File: src/rtl/bblur_pkg.sv
`timescale 1ns / 1ps
package bblur_pkg;

  localparam int unsigned DEF_MAX_WIDTH    = 2048;
  localparam int unsigned DEF_MAX_HEIGHT   = 2048;
  localparam int unsigned DEF_MAX_CHANNELS = 3;

  localparam int unsigned SAMPLE_W      = 8;
  localparam int unsigned SAMPLE_FIELDS = 3;
  localparam int unsigned DATA_W        = SAMPLE_W * SAMPLE_FIELDS;

  localparam int unsigned CFG_IDX_W  = 3;
  localparam int unsigned CFG_DATA_W = 12;

  // one column of three samples, then nine samples
  localparam int unsigned COL_SUM_W = 10;
  localparam int unsigned SUM_W     = 12;

  // reciprocals scaled by 2^16, exact floor for sums below 4096
  localparam int unsigned RECIP_W     = 14;
  localparam int unsigned RECIP_SHIFT = 16;
  localparam logic [RECIP_W-1:0] RECIP_6 = 14'd10923;
  localparam logic [RECIP_W-1:0] RECIP_9 = 14'd7282;

  typedef enum logic [CFG_IDX_W-1:0] {
    REG_IMAGE_WIDTH   = 3'd0,
    REG_IMAGE_HEIGHT  = 3'd1,
    REG_CHANNEL_COUNT = 3'd2,
    REG_REGION_LEFT   = 3'd3,
    REG_REGION_RIGHT  = 3'd4,
    REG_REGION_TOP    = 3'd5,
    REG_REGION_BOTTOM = 3'd6
  } cfg_reg_t;

  typedef struct packed {
    logic [11:0] image_width;
    logic [11:0] image_height;
    logic [1:0]  channel_count;
    logic [10:0] region_left;
    logic [11:0] region_right;
    logic [10:0] region_top;
    logic [11:0] region_bottom;
  } cfg_t;

  localparam cfg_t CFG_RESET = '{
    image_width:   12'd2048,
    image_height:  12'd2048,
    channel_count: 2'd3,
    region_left:   11'd0,
    region_right:  12'd2048,
    region_top:    11'd0,
    region_bottom: 12'd2048
  };

  // neighbourhood shape and tags of one centre pixel
  typedef struct packed {
    logic use_l;
    logic use_r;
    logic use_t;
    logic use_b;
    logic in_rect;
    logic last;
  } tap_flags_t;

  typedef enum logic [1:0] {
    DIV_BY_4 = 2'd0,
    DIV_BY_6 = 2'd1,
    DIV_BY_9 = 2'd2
  } div_sel_t;

  function automatic logic [1:0] eff_channels(input logic [1:0] raw, input logic [1:0] lanes);
    logic [1:0] n;
    n = raw;
    if (n == 2'd0) n = 2'd1;
    if (n > lanes) n = lanes;
    return n;
  endfunction

endpackage

File: src/rtl/bblur_scan.sv
`timescale 1ns / 1ps
module bblur_scan #(
  parameter int unsigned MAX_WIDTH    = bblur_pkg::DEF_MAX_WIDTH,
  parameter int unsigned MAX_HEIGHT   = bblur_pkg::DEF_MAX_HEIGHT,
  parameter int unsigned MAX_CHANNELS = bblur_pkg::DEF_MAX_CHANNELS,
  localparam int unsigned NCH   = (MAX_CHANNELS < 3) ? MAX_CHANNELS : 3,
  localparam int unsigned PIX_W = bblur_pkg::SAMPLE_W * NCH,
  localparam int unsigned CW    = $clog2(MAX_WIDTH),
  localparam int unsigned XW    = CW + 1,
  localparam int unsigned YW    = $clog2(MAX_HEIGHT + 3)
) (
  input  logic                          clk,
  input  logic                          rst,
  input  logic                          adv,
  input  logic                          accept,
  input  logic                          action,
  input  logic [bblur_pkg::DATA_W-1:0]  samples,
  input  logic [XW-1:0]                 eff_w,
  input  logic [YW-1:0]                 eff_h,
  input  logic [1:0]                    chan_n,
  output logic [CW-1:0]                 rd_addr,
  output logic                          s1_valid,
  output logic [YW-1:0]                 s1_row,
  output logic [CW-1:0]                 s1_col,
  output logic [PIX_W-1:0]              s1_pix
);
  import bblur_pkg::*;

  logic [CW-1:0]    column_pos;
  logic [YW-1:0]    row_pos;
  logic [YW-1:0]    h_plus1;
  logic [CW-1:0]    cur_col;
  logic [YW-1:0]    cur_row;
  logic [XW-1:0]    step_col;
  logic [CW-1:0]    col_next;
  logic [YW-1:0]    row_next;
  logic [PIX_W-1:0] pix;

  always_comb begin
    h_plus1 = eff_h + YW'(1);

    // slot this item lands in
    cur_col = column_pos;
    cur_row = row_pos;
    if ({1'b0, column_pos} >= eff_w) begin
      cur_col = '0;
      cur_row = row_pos + YW'(1);
    end
    if (cur_row > h_plus1 || (cur_row == h_plus1 && cur_col != '0)) begin
      cur_row = '0;
      cur_col = '0;
    end

    // slot of the following item
    step_col = {1'b0, cur_col} + XW'(1);
    col_next = step_col[CW-1:0];
    row_next = cur_row;
    if (step_col >= eff_w) begin
      col_next = '0;
      row_next = cur_row + YW'(1);
    end
    if (row_next > h_plus1 || (row_next == h_plus1 && col_next != '0)) begin
      row_next = '0;
      col_next = '0;
    end
  end

  // action and drain slots, unused channels are 0
  always_comb begin
    for (int ch = 0; ch < NCH; ch++) begin
      if (!action && cur_row < eff_h && ch < int'(chan_n)) begin
        pix[ch*SAMPLE_W +: SAMPLE_W] = samples[ch*SAMPLE_W +: SAMPLE_W];
      end else begin
        pix[ch*SAMPLE_W +: SAMPLE_W] = '0;
      end
    end
  end

  assign rd_addr = cur_col;

  always_ff @(posedge clk) begin
    if (rst) begin
      column_pos <= '0;
      row_pos    <= '0;
      s1_valid   <= 1'b0;
    end else begin
      if (accept) begin
        column_pos <= col_next;
        row_pos    <= row_next;
      end
      if (adv) s1_valid <= accept;
    end
  end

  always_ff @(posedge clk) begin
    if (accept) begin
      s1_row <= cur_row;
      s1_col <= cur_col;
      s1_pix <= pix;
    end
  end

endmodule

File: config.mk
export PLATFORM = sky130hd
export DESIGN_NAME = bblur_scan
export DESIGN_NICKNAME = d
export VERILOG_FILES = /design/src/rtl/bblur_pkg.sv /design/src/rtl/bblur_scan.sv
export SDC_FILE = /design/constraint.sdc
export NUM_CORES = 1
export LEC_CHECK = 0
export BUFFER_PORTS_ARGS = -buffer_cell sky130_fd_sc_hd__buf_4
export CORE_ASPECT_RATIO = 2
export CORE_MARGIN = 4
export CORE_UTILIZATION = 40
export DETAILED_ROUTE_END_ITERATION = 8
export GPL_ROUTABILITY_DRIVEN = 1
export PLACE_DENSITY_LB_ADDON = 0.25
export SYNTH_ARGS = -nofsm -noshare
export SYNTH_HDL_FRONTEND = slang
export SYNTH_SLANG_ARGS = --single-unit
File: constraint.sdc
create_clock -name clk -period 8.4 [get_ports clk]
set_input_delay 0.42 -clock clk [delete_from_list [all_inputs] [get_ports clk]]
set_output_delay 0.42 -clock clk [all_outputs]
set_load 0.01 [all_outputs]
# After elaboration in Yosys (flattened, before gate mapping)

Index checks and enable logic that the tools add are counted.

Output and inout bits: 59
Word-level logic and storage cells: 41
Register bits after elaboration: 71
Input port bits: 55

Equality and inequality tests: 2
Order comparisons: 8
Add/sub/neg operators: 4
Multiplexer cells: 8
Reduce and logical (&&, ||, !) cells: 11

Operators with widths:

| kind                                               | count |
|---|---|
| 2-to-1 mux 12 bit                                  | 4 |
| 2-to-1 mux 11 bit                                  | 4 |
| adder 12 x 1 -> 12 bit (second input constant)     | 3 |
| == test 12 bit                                     | 2 |
| > comparator 12 bit                                | 2 |
| nonzero test 11 bit                                | 2 |
| adder 11 x 1 -> 12 bit (second input constant)     | 1 |
| greater-or-equal comparator 11 x 12 -> 1 bit       | 1 |
| greater-or-equal comparator 12 bit                 | 1 |
| < comparator 12 bit                                | 1 |
| logical AND 1 bit                                  | 6 |
| < comparator 1 x 2 -> 1 bit (first input constant) | 2 |
| logical OR 1 bit                                   | 2 |
| < comparator 2 bit (first input constant)          | 1 |
| logical NOT 1 bit                                  | 1 |

# Depth between registers and ports, before layout

Gate-level depths: netlist (run 1).

Depth after elaboration: 13
Depth in mapped cells: 39
Depth with buffers taken out: 36

# Worst setup path before layout (run 1)

Ideal clock, no wire load.

Kind: input to register
From: input port eff_w[9]
To: register column_pos[0]
Path buffers: 2
Data required time: 8326 ps
Arrival time: 7901 ps
Stages on the path: 38
Setup time: 74 ps
Path slack: 425 ps
Cells stage by stage: inv_1 -> ha_1 -> a21o_1 -> a221oi_4 -> nor2_2 -> a21oi_2 -> nor2_1 -> and4_1 -> xor2_1 -> ha_1 -> nand4_1 -> nor4_1 -> nand4_1 -> o21a_1 -> nand2b_1 -> clkbuf_1 -> nor2_1 -> ha_1 -> (+2 left out) -> a21oi_1 -> o31ai_1 -> o21ai_0 -> a211oi_1 -> o2111ai_1 -> xor2_1 -> nor2_1 -> ha_1 -> nand4_1 -> nor2_1 -> o21ai_0 -> a21oi_1 -> or3_1 -> a21boi_0 -> nor3_1 -> clkbuf_1 -> o21ai_0 -> o21ai_0

Longest elaborated chain between the ends: 13
Elaborated cells on any way between the ends: 21

Ends and longest elaborated chain:

| element                                                                                    | line             | source |
|---|---|---|
| start, declared                                                                            | bblur_scan.sv:18 | `input logic [XW-1:0] eff_w,` |
| greater-or-equal comparator 11 x 12 -> 1 bit *                                             | bblur_scan.sv:45 | `if ({1'b0, column_pos} >= eff_w) begin` |
| parallel branches: the longest is 4 deep, another holds > comparator 12 bit                | n/a              |  |
| 2-to-1 mux 11 bit *                                                                        | bblur_scan.sv:49 | `if (cur_row > h_plus1 \|\| (cur_row == h_plus1 && cur_col != '0)) begin` |
| named net rd_addr[0]                                                                       | bblur_scan.sv:21 | `output logic [CW-1:0] rd_addr,` |
| adder 11 x 1 -> 12 bit *                                                                   | bblur_scan.sv:55 | `step_col = {1'b0, cur_col} + XW'(1);` |
| parallel branches: the longest is 5 deep, another holds greater-or-equal comparator 12 bit | n/a              |  |
| 2-to-1 mux 11 bit *                                                                        | bblur_scan.sv:62 | `if (row_next > h_plus1 \|\| (row_next == h_plus1 && col_next != '0)) begin` |
| end signal, assigned                                                                       | bblur_scan.sv:88 | `column_pos <= col_next;` |
| end, declared                                                                              | bblur_scan.sv:29 | `logic [CW-1:0] column_pos;` |

Mark *: on every way through the listed nets, which the timed path passes.
A chain may end at the register's enable or synchronous reset.

# Worst setup path in the final report (run 1)

From: register column_pos[9]
To: register column_pos[8]

Longest elaborated chain between the ends: 13
Elaborated cells on any way between the ends: 21

Ends and longest elaborated chain:

| element                                                                                               | line |
|---|---|
| parallel branches: the longest is 12 deep, another holds greater-or-equal comparator 11 x 12 -> 1 bit | n/a |
| 2-to-1 mux 11 bit *                                                                                   | bblur_scan.sv:62 |

Every way passes the cells marked *.

==> impl_metrics.tcl, run 1 <==
set metrics [dict create \
    period_share_pct 93.1 \
    p_int_uw 642 \
    die_w_um 87.1 \
    clkLatencyLatePin_ns 0.34 \
    peakVddDrop_v 0.000112 \
    post-route-drc-count 0 \
    vias 4678 \
    cts_buffer_depth 2 \
    grt.overflow.total 0 \
    finClkSkew_ns 0.0117 \
    drt-wirelength-per-cell_um 21.1 \
    path_max_fanout 9 \
    tightest_slew_ns 0.848 \
    synthXorXnorAreaFrac_pct 7.34 \
    rsz0062_at_grt "no" \
    path_buf_inv 4 \
    pwr-share-clk_pct 41.6 \
    start_kind "flip-flop" \
    synth_compound_area_share_pct 15.6 \
    p_seq_share_pct 45.1 \
    grt_pass1_wl_um 26400 \
    power_frac_comb_pct 13.3 \
    worstPathRequired_ns 8.68 \
    grt_max_degree 54 \
    async_reset_ff_share_pct 0 \
    antenna_left 0 \
    finalSetupViolations 0 \
    routed_via_density 5.69 \
    p_switching_uw 222 \
    cts_tree "yes" \
    powerDensity_nw_per_um2 129 \
    die_height_um 166 \
    slowest_delay_ns 0.40 \
    gp_congestion 0.928 \
    relSlewSlack_pct 43.4 \
    hold_viol_final 0 \
    crit_family "simple AND/OR/NAND/NOR gates" \
    drv_slew 0 \
    endpoint_kind "flip-flop" \
    drive_gt1_share_pct 29.3 \
    placed_cells 805 \
    synth.avg_cell_area_um2 9.88 \
    arrival_ns 8.10 \
    clkTransAtPathRegs_ns 0.06 \
    dp_hpwl_um 14100 \
    ios 114 \
    start_util_pct 41.1 \
    synth_edf_count 47 \
    cts-root-buf "clkbuf_16" \
    synth_warnings 0 \
    worstSetupPathType "reg -> reg" \
    leakage_nw 3.17 \
    dieArea_um2 14500 \
    nets 786 \
    maxCapViolCount 0 \
    wirelength_um 17300 \
    htreeDepth 3 \
    synth_fp_nets 623 \
    hp-start "rst" \
    row_count 57 \
    slowest_stage "and4_2" \
    coreArea_um2 12200 \
    synth_seq_cells 71 \
    antenna_found_initial 0 \
    synth_seq_area_share_pct 37.8 \
    rr_startpoint "column_pos[9]$_SDFFE_PP0P_" \
    postSynthCellCount 507 \
    place_area_um2 6350 \
    synthSimpleGateAreaFrac_pct 19.5 \
    area_growth_syn_to_layout_pct 34.0 \
    status "complete, no violations" \
    p_sw_share_pct 25.7 \
    synth_ff_type "edfxtp_1" \
    netlist-cell-type-count 56 \
    post-route-util_pct 55.0 \
    hold_class "in -> reg" \
    syn_area_um2 5010 \
    firstDrtPassIters 4 \
    synth_top_family_by_area "simple AND/OR/NAND/NOR gates" \
    final_cells 822 \
    nFillCells 1147 \
    port_buffers 113 \
    cts-buffers-inserted 9 \
    fin_crit_ns 7.82 \
    grt_pass1_vias 4992 \
    clock_sinks 71 \
    synth.area.mux_share_pct 0.400 \
    first_iter_violations 234 \
    holdBufCountCts 0 \
    grt_use_total_pct 24.0 \
    num_antenna_cells 0 \
    max_clock_freq_ghz 0.128 \
    cp-startpoint "column_pos[9]$_SDFFE_PP0P_" \
    cpMostUsedCell "ha_1" \
    design_area_um2 6710 \
    synth_adder_area_share_pct 15.2 \
]
-- path summary, 6_finish.rpt --
kind | end | slack, ns | cells past startpoint
worst max-delay path | column_pos[8]$_SDFFE_PP0P_ | 0.58 | 35
worst min-delay path | column_pos[10]$_SDFFE_PP0P_ | 0.28 | 2
worst max register to register | column_pos[8]$_SDFFE_PP0P_ | 0.58 | 35
worst min register to register | s1_valid$_SDFFE_PP0P_ | 0.50 | 2
-- power by group through the flow --
stage	combinational, mW	clock, mW	sequential, mW
after floorplan	0.0423	0	0.403
after global placement	0.112	0	0.397
after detailed placement	0.114	0	0.397
after CTS	0.115	0.365	0.390
after global routing	0.126	0.379	0.391
final	0.115	0.359	0.390
-- sequential cells by signal (all words and copies together) (netlist names) --
| name | count |
|---|---|
| column_pos | 11 |
| s1_valid | 1 |
| s1_row | 12 |
| s1_pix | 24 |
| s1_col | 11 |
| row_pos | 12 |
-- repair_timing --
action,CTS,global route
gates resized for setup,1,14
setup buffers,0,1
pin swaps,0,2
endpoints found under the setup margin,11,23
-- kinds of logic after synthesis --
family,count (synthesis)
adder cells (fa/ha/maj),61
XOR/XNOR,42
buffers and inverters,51
AND/OR/NAND/NOR,182
multiplexers,2
AO/OA/AOI/OAI,98
flip-flops,71
-- placed cells by master, fill, tap and decap left out, drive strengths merged, types with 12 or more instances in the layout --
cell type  synthesis  routed
nand4             15      15
ha                61      61
xnor2             31      31
a22o              16      16
dfxtp             24      24
and2              29      29
nor2              44      44
a21oi             16      16
inv               43      43
nand2             20      20
edfxtp            47      47
nand3             19      19
o21ai             16      16
buf                3     160
and3              12      12
-- Yosys cell counts, types with 6 or more instances --
cell type	n	area (um^2)
dfxtp_1	24	480
ha_1	61	763
a21o_1	10	75.1
and3_1	12	75.1
nor3_1	9	45.0
inv_1	43	161
nand2_1	20	75.1
xor2_1	11	96.3
edfxtp_1	47	1410
nor4_1	9	56.3
nor2_1	43	161
and4_1	6	52.6
nand3_1	19	95.1
nand4_1	15	93.8
a21oi_1	14	70.1
o21ai_0	13	65.1
xnor2_1	31	272
a22o_1	16	140
and2_1	29	181
-- layout make-up --
class	instances	area, um^2	share of cell area [%]
well taps	147	184	2.74
inverters	43	161	2.40
multi-input cells	385	2980	44.5
clock buffers	10	229	3.41
repair buffers	160	1210	18.1
clock inverters	6	47.5	0.708
flip-flops and latches	71	1890	28.2
-- layer usage --
metal	share of wire [%]	vias up	global-route usage (%)
li1	-	2210	-
met1	31	2200	21.1
met4	7.8	0	16.6
met2	56	197	45.8
met3	5.8	71	4.77
met5	0	-	0
-- per-stage QoR --
stage	setup slack (ns)	power, mW	setup TNS, ns	hold WS [ns]
after floorplan	0.425	0.445	0	0.437
after global placement	-0.161	0.509	-1.48	0.471
after detailed placement	-0.210	0.512	-2.75	0.478
after CTS	0.120	0.870	0	0.264
after global routing	0.0258	0.896	0	0.290
final	0.583	0.864	0	0.276
-- worst register-to-register path, delay by kind of cell (launching register included) --
family          cells  cell delay (ns)
compound gates     10             1.85
xor+xnor            2             0.50
fa+ha+maj           4             1.14
buf+inv             4             0.67
flops               1             0.38
simple gates       15             3.22
Note: power is estimated with default switching activity, not from simulation.
==> run 2: changes to the inputs <==
--- a/config.mk
+++ b/config.mk
@@ -7,2 +7,3 @@
 export LEC_CHECK = 0
+export ABC_AREA = 1
 export BUFFER_PORTS_ARGS = -buffer_cell sky130_fd_sc_hd__buf_4
--- a/constraint.sdc
+++ b/constraint.sdc
@@ -3,2 +3,2 @@
 set_output_delay 0.42 -clock clk [all_outputs]
-set_load 0.01 [all_outputs]
+set_load 0.1 [all_outputs]
==> run 2 against run 1 <==
Clock power rose by 4%. Non-clock buffer count fell by 41. Routed wire length rose by 0.80%. Sequential share of layout area fell by 1.4 points. Sequential cell count did not move. Clock skew fell by 0.0015 ns. Global-route usage fell by 2.9 points. Clock-buffer cell count fell by 1. Register-to-register slack improved by 0.17 ns. First-iteration DRC count rose by 7.3%. Critical endpoint is now column_pos[10]$_SDFFE_PP0P_. Largest power group unchanged.
==> impl_metrics.tcl, run 2 <==
set metrics [dict create \
    synth_warnings 0 \
    clkLatencyLatePin_ns 0.34 \
    synth_seq_area_share_pct 33.0 \
    fin_crit_ns 7.65 \
    hold_ws_ns 0.271 \
    largest-register "s1_pix" \
    row_count 61 \
    power_frac_comb_pct 23.8 \
    post-cts-setup-buffers 0 \
    endpoint_kind "flip-flop" \
    routed_via_density 5.02 \
    synth.avg_cell_area_um2 7.66 \
    max_clock_freq_ghz 0.131 \
    holdBufCountCts 0 \
    p_sw_share_pct 34.8 \
    path_depth 45 \
    crit_family "simple AND/OR/NAND/NOR gates" \
    arrival_ns 7.91 \
    synth_fp_nets 863 \
    synthTopCellsByCount "151 x nand2_1, 135 x inv_1, 89 x nor2_1" \
    largest_reg_flops 24 \
    nets 976 \
    rr_startpoint "column_pos[0]$_SDFFE_PP0P_" \
    cpMostUsedCell "nand2_1" \
    drt-wirelength-per-cell_um 16.6 \
    start_util_pct 41.0 \
    post-route-drc-count 0 \
    place_ws_ns 0.164 \
    vias 5293 \
    tightest_slew_ns 0.840 \
    yosysMostFrequentCell "nand2_1" \
    gp_congestion 0.923 \
    cts-buffers-inserted 9 \
    final_common_cell "nand2_1" \
    cts_buffer_depth 2 \
    r2r_slack_ns 0.75 \
    htreeDepth 3 \
    syn_area_um2 5720 \
    yosysTopAreaCell "edfxtp_1" \
    finClkSkew_ns 0.0102 \
    wirelength_um 17500 \
    p_switching_uw 350 \
    p_int_uw 655 \
    start_kind "flip-flop" \
    setup_ws_ns 0.750 \
    grt_pass1_vias 5296 \
    drive_gt1_share_pct 24.0 \
    synth_seq_cells 71 \
    whs_path_depth 2 \
    status "complete, no violations" \
    antenna_found_initial 0 \
    maxCapViolCount 0 \
    path_max_fanout 25 \
    final_cell_mix "151 x nand2_1, 134 x inv_1, 118 x buf_4" \
    die_w_um 92.6 \
    port_buffers 113 \
    leakage_nw 3.47 \
    num_antenna_cells 0 \
    worstPathRequired_ns 8.66 \
    hold_class "in -> reg" \
    dieArea_um2 16400 \
    clock_sinks 71 \
    hold_viol_final 0 \
    rr_worst_depth 45 \
    synth_edf_count 47 \
    drv_slew 0 \
    peakVddDrop_v 0.000102 \
    first_iter_violations 251 \
    grt_pass1_wl_um 26200 \
    nFillCells 1395 \
    synth_top_area_share_pct 24.7 \
    clkTransAtPathRegs_ns 0.06 \
    worstSetupPathType "reg -> reg" \
    period_share_pct 91.1 \
    top_regs "s1_pix: 24 flops, row_pos: 12 flops, s1_row: 12 flops" \
    relSlewSlack_pct 43.8 \
    rsz0062_at_grt "no" \
    p_seq_share_pct 39.1 \
    path_buf_inv 5 \
    slowest_stage "dfxtp_1" \
    fin_tns_setup_ns 0 \
    final_cells 1054 \
    synthTopCellsByArea "edfxtp_1 25%, ha_1 13%, nand2_1 9.9%" \
    cts-root-buf "clkbuf_16" \
    reg2reg_to "column_pos[10]$_SDFFE_PP0P_" \
    grt_use_total_pct 21.1 \
    netlist-cell-type-count 43 \
    pwr-share-clk_pct 37.1 \
    postSynthCellCount 747 \
    grt.overflow.total 0 \
    synth_ff_type "edfxtp_1" \
    coreArea_um2 14000 \
    dp_hpwl_um 14500 \
    area_growth_syn_to_layout_pct 23.6 \
    antenna_left 0 \
    cp-startpoint "column_pos[0]$_SDFFE_PP0P_" \
    slowest_delay_ns 0.40 \
    placed_cells 1038 \
    die_height_um 177 \
    async_reset_ff_share_pct 0 \
    finalSetupViolations 0 \
    crit_end "column_pos[10]$_SDFFE_PP0P_" \
    firstDrtPassIters 6 \
    cts_tree "yes" \
    grt_max_degree 50 \
    powerDensity_nw_per_um2 142 \
    ios 114 \
]
[run 2: cell count changes after synthesis, sizes merged, moves of 6 or more]
cell   delta
nor2     +56
a22o     -16
buf       +7
xor2     +13
and2     -25
and4      -6
nand3    +41
inv      +94
xnor2    -30
a21oi    +31
nand2   +137
and3     -11
a21o     -10
[run 2: repair_timing]
item	4_1_cts	5_1_grt
gates resized for setup	0	5
endpoints found under the hold margin	0	0
endpoints found under the setup margin	0	23
[run 2: cell type report]
class                      instances  area [um^2]  share of cell area [%]
multi-input combinational        521         3230                    45.7
sequential                        71         1890                    26.7
clock inverter                     7         63.8                   0.902
tap                              189          236                    3.34
clock buffer                       9          225                    3.18
inverter                         138          518                    7.32
timing repair buffer             119          906                    12.8
[run 2: per-layer routing]
layer  vias up  part of all wire (%)  global-route usage [%]
li1       2654                     -                       -
met5         -                     0                       0
met3        80                   2.7                    2.21
met1      2396                    30                    17.3
met2       163                    59                    43.1
met4         0                   7.9                    16.9
[run 2: metrics by stage]
stage / total power, mW / cell area (um^2) / utilization (%)
after floorplan: 0.567 / 5720 / -
after global placement: 0.638 / 6760 / 48.4
after detailed placement: 0.640 / 6760 / 48.4
after CTS: 1.01 / 7050 / 50.5
after global routing: 1.04 / 7070 / 50.6
final: 1.00 / 7070 / 50.6
[run 2: worst min-delay path by stage]
stage,slack [ns],startpoint,endpoint
after global routing,0.28,adv,s1_valid$_SDFFE_PP0P_
after CTS,0.26,adv,s1_valid$_SDFFE_PP0P_
after floorplan,0.44,row_pos[11]$_SDFFE_PP0P_,row_pos[11]$_SDFFE_PP0P_
final,0.27,adv,s1_valid$_SDFFE_PP0P_
after global placement,0.45,row_pos[11]$_SDFFE_PP0P_,row_pos[11]$_SDFFE_PP0P_
after detailed placement,0.46,row_pos[11]$_SDFFE_PP0P_,row_pos[11]$_SDFFE_PP0P_
[run 2: cells by family (layout without fill, tap and decap cells)]
kind of cell             count (synthesis)  after routing  share of synthesized area, %
AND/OR/NAND/NOR                        352            352                          29.3
flip-flops                              71             71                          33.0
XOR/XNOR                                25             25                          3.83
buffers and inverters                  155            273                          10.9
adder cells (fa/ha/maj)                 61             61                          13.3
AO/OA/AOI/OAI                           83             83                          9.57
[run 2: power groups by stage]
| stage | registers [mW] | logic, mW | clock network (mW) |
|---|---|---|---|
| floorplan | 0.488 | 0.0795 | 0 |
| global placement | 0.400 | 0.238 | 0 |
| detailed placement | 0.401 | 0.239 | 0 |
| CTS | 0.393 | 0.240 | 0.381 |
| global route | 0.394 | 0.255 | 0.396 |
| finish | 0.393 | 0.239 | 0.373 |
==> run 3: changes to the inputs <==
--- a/config.mk
+++ b/config.mk
@@ -15,2 +15,3 @@
 export PLACE_DENSITY_LB_ADDON = 0.25
+export SKIP_LAST_GASP = 1
 export SYNTH_ARGS = -nofsm -noshare
==> constraint.sdc (replaced) <==
create_clock -name clk -period 8.4 [get_ports clk]
set_input_delay 1.26 -clock clk [delete_from_list [all_inputs] [get_ports clk]]
set_output_delay 1.26 -clock clk [all_outputs]
set_load 0.1 [all_outputs]
==> run 3 against run 2 <==
Worst hold slack improved by 0.20 ns. Clock-buffer cell count up 4. Global-route usage rose by 0.15 points. Largest power group is now clock. Clock power is 6.4% higher. Highest routed layer unchanged. Final area is 2.6% higher.
==> impl_metrics.tcl, run 3 (synthesis gave the netlist of run 2 again) <==
set metrics [dict create \
    row_count 61 \
    endpoint_kind "flip-flop" \
    antenna_left 0 \
    cts_buffer_depth 2 \
    cts-root-buf "clkbuf_16" \
    final_cell_mix "151 x nand2_1, 135 x inv_1, 133 x buf_4" \
    first_iter_violations 250 \
    rr_worst_depth 43 \
    power_frac_comb_pct 23.3 \
    routed_via_density 5.03 \
    start_util_pct 41.0 \
    ios 114 \
    grt_pass1_vias 5452 \
    dieArea_um2 16400 \
    area.sequential_um2 1890 \
    firstDrtPassIters 4 \
    coreArea_um2 14000 \
    top_regs "s1_pix: 24 flops, row_pos: 12 flops, s1_row: 12 flops" \
    period_share_pct 92.9 \
    drv_slew 0 \
    num_antenna_cells 0 \
    p_sw_share_pct 32.2 \
    start_kind "input port" \
    total_power_mw 1.03 \
    leakage_nw 3.58 \
    cts_tree "yes" \
    final_common_cell "nand2_1" \
    post-route-drc-count 0 \
    vias 5386 \
    p_switching_uw 332 \
    slowest_delay_ns 0.31 \
    whs_path_depth 2 \
    drt-wirelength-per-cell_um 16.3 \
    clock_sinks 71 \
    hold_ws_ns 0.472 \
    hold_viol_final 0 \
    antenna_found_initial 0 \
    post-route-util_pct 52.0 \
    largest_reg_flops 24 \
    powerDensity_nw_per_um2 142 \
    grt_max_degree 51 \
    dp_hpwl_um 14100 \
    grt_use_total_pct 21.3 \
    maxCapViolCount 0 \
    finalSetupViolations 0 \
    wirelength_um 17500 \
    clkTransAtPathRegs_ns 0.06 \
    finClkSkew_ns 0.00964 \
    tightest_slew_ns 0.755 \
    drive_gt1_share_pct 25.7 \
    final_cells 1070 \
    relSlewSlack_pct 49.6 \
    p_seq_share_pct 38.2 \
    fin_crit_ns 7.80 \
    status "complete, no violations" \
    post-cts-setup-buffers 0 \
    die_w_um 92.6 \
    port_buffers 113 \
    arrival_ns 8.00 \
    clkLatencyLatePin_ns 0.34 \
    pwr-share-clk_pct 38.5 \
    grt_pass1_wl_um 26500 \
    htreeDepth 3 \
    slowest_stage "ha_1" \
    multi_input_area_um2 3300 \
    cts-buffers-inserted 9 \
    die_height_um 177 \
    worstSetupPathType "in -> reg" \
    hold_class "reg -> reg" \
    max_clock_freq_ghz 0.128 \
    worstPathRequired_ns 8.60 \
    p_int_uw 698 \
    nets 992 \
    peakVddDrop_v 0.0000858 \
    largest-register "s1_pix" \
    placed_cells 1052 \
    grt.overflow.total 0 \
    nFillCells 1386 \
    area_growth_syn_to_layout_pct 26.8 \
    path_max_fanout 22 \
    gp_congestion 0.942 \
]
-- run 3: changes by cell type in the layout (fill, tap and decap cells not counted), sizes merged --
cell	delta
buf	+14
inv	-2
a31o	+1
clkinvlp	-2
clkbuf	+4
o21ai	+1
-- run 3: cell type report --
class                      count  share of cell area, %
sequential                    71                   26.1
tap                          189                   3.26
clock buffer                  13                   4.08
multi-input combinational    523                   45.4
timing repair buffer         133                   13.8
clock inverter                 3                  0.276
inverter                     138                   7.14
-- run 3: metrics by stage --
| stage | instance area (um^2) | setup slack, ns | TNS, ns |
|---|---|---|---|
| floorplan | 5740 | 0.242 | 0 |
| global placement | 6860 | -0.214 | -3.43 |
| detailed placement | 6860 | -0.271 | -4.84 |
| CTS | 7180 | 0.0417 | 0 |
| global route | 7260 | -0.0976 | -0.933 |
| finish | 7260 | 0.600 | 0 |
-- run 3: final timing paths --
path,start,slack (ns),to
max,eff_w[7],0.60,column_pos[10]$_SDFFE_PP0P_
min,row_pos[11]$_SDFFE_PP0P_,0.47,row_pos[11]$_SDFFE_PP0P_
max reg2reg,column_pos[5]$_SDFFE_PP0P_,1.19,column_pos[10]$_SDFFE_PP0P_
min reg2reg,row_pos[11]$_SDFFE_PP0P_,0.47,row_pos[11]$_SDFFE_PP0P_
-- run 3: routing by layer --
| metal | track usage, % | vias up | wire, um |
|---|---|---|---|
| li1 | - | 2679 | - |
| met1 | 18.1 | 2430 | 5580 |
| met2 | 42.3 | 193 | 9800 |
| met3 | 3.23 | 84 | 703 |
| met4 | 16.0 | 0 | 1400 |
| met5 | 0 | - | 0 |
-- run 3: power by group through the flow --
stage	sequential (mW)	combinational, mW	clock [mW]
6_report	0.393	0.240	0.397
5_1_grt	0.394	0.257	0.422
4_1_cts	0.393	0.239	0.408
3_5_place_dp	0.401	0.238	0
3_3_place_gp	0.400	0.237	0
2_1_floorplan	0.488	0.0798	0
-- run 3: worst max-delay path: cells and delay by family --
kind,cells,cell delay (ns)
buffers and inverters,6,0.65
AOI/OAI and AO/OA,4,0.49
adders and majority gates,4,1.15
xor gates and xnor gates,1,0.24
and+or+nand+nor,29,4.18
-- run 3: what timing repair did --
action                                  CTS  global route
hold buffers                              0             0
gates resized for setup                   0            10
endpoints found under the setup margin    0            23
